### src/hw/rtl/sbeb_pkg.sv
// Shared types, field widths and codes of the sorted bounded entry buffer.
// No dependencies; used by every other file of the block but the assertion header.
package sbeb_pkg;

	localparam int DEPTH_DEF = 64;

	localparam int KIND_W = 2;
	localparam int ID_W   = 32;
	localparam int PAY_W  = 64;
	localparam int RIDX_W = 6;
	localparam int CONV_W = 9;
	localparam int STAT_W = 3;
	localparam int POS_W  = 6;
	localparam int CNT_W  = 7;

	localparam logic [KIND_W-1:0] KIND_INSERT = 2'd0;
	localparam logic [KIND_W-1:0] KIND_CLEAR  = 2'd1;
	// bit 1 of kind selects a read, so the unused code reads too
	localparam int KIND_READ_BIT = 1;

	localparam logic [STAT_W-1:0] ST_INSERTED = 3'd0;
	localparam logic [STAT_W-1:0] ST_REPLACED = 3'd1;
	localparam logic [STAT_W-1:0] ST_REJECTED = 3'd2;
	localparam logic [STAT_W-1:0] ST_CLEARED  = 3'd3;
	localparam logic [STAT_W-1:0] ST_READ_OK  = 3'd4;
	localparam logic [STAT_W-1:0] ST_READ_OOR = 3'd5;

	localparam logic signed [CONV_W-1:0] CONV_NONE = -9'sd1;

	typedef enum logic [1:0] {
		MODE_HOLD,
		MODE_SHIFT_UP,
		MODE_SHIFT_DN,
		MODE_REPLACE
	} cell_mode_t;

	// broadcast from the controller to every cell
	typedef struct packed {
		logic                    cmp_en;
		cell_mode_t              mode;
		logic signed [ID_W-1:0]  id;
		logic [PAY_W-1:0]        payload;
	} cell_cmd_t;

	typedef struct packed {
		logic lt;
		logic eq;
	} cell_flags_t;

endpackage

### src/hw/rtl/sbeb_cell.sv
// One slot of the sorted entry chain: id, payload, compare flags and neighbor shifting.
// Depends on sbeb_pkg for cell_cmd_t and cell_flags_t.
module sbeb_cell
	import sbeb_pkg::*;
(
	input  logic                   clk,
	input  logic                   arst_n,
	input  cell_cmd_t              cmd,
	input  logic                   occ,
	input  logic                   rd_sel,
	input  logic                   lt_prev,
	input  logic                   lt_next,
	input  logic signed [ID_W-1:0] prev_id,
	input  logic [PAY_W-1:0]       prev_payload,
	input  logic signed [ID_W-1:0] next_id,
	input  logic [PAY_W-1:0]       next_payload,
	output cell_flags_t            flags,
	output logic signed [ID_W-1:0] id,
	output logic [PAY_W-1:0]       payload,
	output logic [ID_W-1:0]        rd_id,
	output logic [PAY_W-1:0]       rd_payload
);

	cell_flags_t            flags_q;
	logic                   sel_q;
	logic signed [ID_W-1:0] id_q;
	logic [PAY_W-1:0]       payload_q;

	always_ff @(posedge clk or negedge arst_n) begin
		if (!arst_n) begin
			flags_q <= '0;
			sel_q   <= 1'b0;
		end else if (cmd.cmp_en) begin
			flags_q.lt <= occ && ($signed(id_q) < $signed(cmd.id));
			flags_q.eq <= occ && (id_q == cmd.id);
			sel_q      <= rd_sel;
		end
	end

	// flags are from the compare cycle, so neighbors see a consistent picture
	always_ff @(posedge clk) begin
		case (cmd.mode)
			MODE_SHIFT_UP: begin
				if (!flags_q.lt) begin
					if (lt_prev) begin
						id_q      <= cmd.id;
						payload_q <= cmd.payload;
					end else begin
						id_q      <= prev_id;
						payload_q <= prev_payload;
					end
				end
			end
			MODE_SHIFT_DN: begin
				if (lt_next) begin
					id_q      <= next_id;
					payload_q <= next_payload;
				end else if (flags_q.lt) begin
					id_q      <= cmd.id;
					payload_q <= cmd.payload;
				end
			end
			MODE_REPLACE: begin
				if (flags_q.eq) begin
					payload_q <= cmd.payload;
				end
			end
			default: begin
			end
		endcase
	end

	assign flags      = flags_q;
	assign id         = id_q;
	assign payload    = payload_q;
	assign rd_id      = sel_q ? id_q : '0;
	assign rd_payload = sel_q ? payload_q : '0;

endmodule

### config.mk
export PLATFORM = sky130hd
export DESIGN_NAME = sbeb_cell
export DESIGN_NICKNAME = d
export VERILOG_FILES = /design/src/hw/rtl/sbeb_pkg.sv /design/src/hw/rtl/sbeb_cell.sv
export SDC_FILE = /design/constraint.sdc
export NUM_CORES = 1
export LEC_CHECK = 0
export BUFFER_PORTS_ARGS = -buffer_cell sky130_fd_sc_hd__buf_2
export CORE_AREA = 4 4 190 192
export DETAILED_ROUTE_END_ITERATION = 8
export DIE_AREA = 0 0 194 196
export GPL_ROUTABILITY_DRIVEN = 0
export HOLD_SLACK_MARGIN = 0.02
export PLACE_DENSITY = 0.55
export SETUP_SLACK_MARGIN = 0.4
export SYNTH_ARGS = -nofsm -noshare
export SYNTH_HDL_FRONTEND = slang
export SYNTH_SLANG_ARGS = --single-unit
### constraint.sdc
create_clock -name clk -period 5.5 [get_ports clk]
set_input_delay 1.1 -clock clk [delete_from_list [all_inputs] [get_ports clk]]
set_output_delay 1.1 -clock clk [all_outputs]
set_load 0.05 [all_outputs]
==> metrics.txt <==
outcome completed; sw power ~1.2 mW; CTS tree built; vias in the first global route roughly 7600; setup violators final 0; ANT nets after route 0; Worst-path clk slew about 0.08 ns; HP Class in -> async; Fmax achieved about 0.30 GHz; Syn Nets 1109; Syn Inst Count 780; Critical Path Source Type flop; final WL 30.10 mm; # IOs slightly below 500; slowest cell delay on critical path about 0.83 ns; Period minus WS final about 3.3 ns; most frequent cell after synthesis nand2_1; CP Capture Type output pin; DR vias between 7000 and 8000; Die X between 150 and 200 um; Final #Nets between 1500 and 2000; final hold violations 0; Global Route Usage Sum 14.78%; Die ar. 0.03802 sq mm; max-slew violation count 0; layout cell share with drive strength beyond 1 roughly 43%; DRC viols 0; largest net degree at the start of global routing 67; top post-synthesis cells by count 137 x nand2_1, 96 x and2_1, 96 x edfxtp_1; post-synth top area share approximately 41%; Clock Power Share 24.2%; power per cell area 282.1 mW/mm^2; Pre-antenna DRT Iters 4; sequential cell area fraction in the yosys report 42.46%; Root Driver clkbuf_16; clock skew 0.01041 ns; # resized after CTS 0; via/cell ratio 4.472; Post-Place Setup Slack 2.267 ns; max_cap viols 0; # clock sinks around 100; Inserted Clock Buffers 9; Die H approximately 200 um; Top Family by Delay on Critical Path flip-flops; RR Startpoint flags[1]; setup_tns 0 ns; Pint approximately 1.6 mW; # hold bufs at CTS 0; WP buf/inv 2; WP data required between 4 and 5 ns; Worst Path Max Fanout 52; core box area between 0.03 and 0.04 sq mm; Clock Tree Buf Depth 2; Final HPWL DP 24.04 mm; area delta synth->final 45.65%; Seq pwr share between 30% and 40%; Congestion Overflow GR 0; Post-synth EDFFs 96; Synth Register Bits 99; num rows 68; htree depth 3; syn_area_per_cell 8.932 sq um; wire length per cell 17.84 um; initial DRC count 316; worst-skew pair later-pin latency about 0.35 ns; static leakage 4.661 nW; crit-path cells buf_4 > and2_1 > buf_2; Port Buf Inserts approximately 500; period utilisation layout around three fifths; distinct cell type count after synthesis 36; headroom to the max-slew limit about 25%; synthesis warning total 0; Initial Util between 20% and 30%; Top FF cell, synth edfxtp_1; Synth Cell Area 0.006967 sq mm; Synth area leaders edfxtp_1 41%, and2_1 8.6%, a31oi_1 8.5%; Logic pwr share between 40% and 50%; first-pass GRT wire length 44.60 mm; RSZ-0062 raised after global routing false; area leader, netlist edfxtp_1; antenna violations before repair 3; ys async rst share 3.030%; slowest library cell on the worst path dfrtp_2; worst path arrival time about 2.2 ns; Worst-Margin Slew about 1.1 ns; switching part of the total 43.50%; Max VDD drop 0.1501 mV; postcts setup bufs 0; Worst Setup SP sel_q; critical path class reg -> out; Final WS setup around 2.2 ns
per-stage QoR:
step / instance area, sq um / hold WS (ns) / utilization [%] / total power, mW / instances
after global placement: 9832 / 0.6978 / 28.60 / 2.190 / 1668
after global routing: 10150 / 0.5055 / 29.52 / 3.016 / 1687
final: 10150 / 0.5379 / 29.52 / 2.862 / 1687
after CTS: 10140 / 0.5122 / 29.50 / 2.909 / 1684
after floorplan: 6973 / 0.8044 / - / 1.827 / 780
after detailed placement: 9832 / 0.6923 / 28.60 / 2.198 / 1668
registers in the layout (all words and copies together) (netlist names):
register and flops:
payload 64, id 32, flags 2, sel_q 1
final cells by class:
type / instances / area (sq um)
Multi-Input combinational cell: 577 / 3620
Fill cell: 3730 / 24230
Inverter: 37 / 138.9
Tap cell: 455 / 569.3
Clock buffer: 9 / 225.2
Sequential cell: 99 / 2959
Antenna cell: 3 / 7.507
Clock inverter: 7 / 82.58
Timing Repair Buffer: 500 / 2545
logic make-up (layout without fill, tap and decap cells):
group	after synthesis	count (layout)	synth area share, %
AOI/OAI and AO/OA	220	220	20.96
adders and majority gates	32	32	5.747
and+or+nand+nor	324	324	24.43
DFF	99	99	42.46
muxes	1	1	0.1616
buffers and inverters	104	553	6.250
other	0	3	0
placed cells by master (no fill, tap or decap), types with 6 or more instances in the layout:
cell type,Yosys,final
inv_1,37,37
and2_1,96,96
a21oi_1,14,14
o22ai_1,34,33
a211oi_1,64,64
nand2_1,137,136
clkbuf_16,0,9
edfxtp_1,96,96
ha_1,32,32
buf_2,26,488
buf_4,3,11
nor2b_1,64,63
o21ai_0,6,6
a31oi_1,95,95
final timing paths:
kind                             endpoint  slack (ns)  cells past startpoint
max                        rd_payload[35]        2.22                      3
min                              flags[1]        0.54                      1
max reg2reg                   payload[36]        3.03                      4
min reg2reg                      flags[0]        0.68                      2
max in group asynchronous           sel_q        4.82                      1
min in group clk                 flags[0]        0.68                      2
power groups by stage:
| stage | clock [mW] | sequential (mW) | combinational, mW |
|---|---|---|---|
| after floorplan | 0 | 1.26 | 0.569 |
| after global placement | 0 | 1.03 | 1.16 |
| after detailed placement | 0 | 1.03 | 1.17 |
| after CTS | 0.725 | 1.02 | 1.17 |
| after global routing | 0.761 | 1.02 | 1.23 |
| final | 0.693 | 1.01 | 1.16 |
worst reg2reg max path, delay by kind of cell (launching register included):
family          cells  cell delay, ns
compound gates      2            1.09
buf+inv             2            0.52
flops               1            0.46
metal layers:
metal	GRT usage (%)	wire length, um
met4	3.958	577
met3	3.040	1842
met2	26.62	15320
met1	17.96	12370
met5	0	0
(Power assumes the default switching activity.)
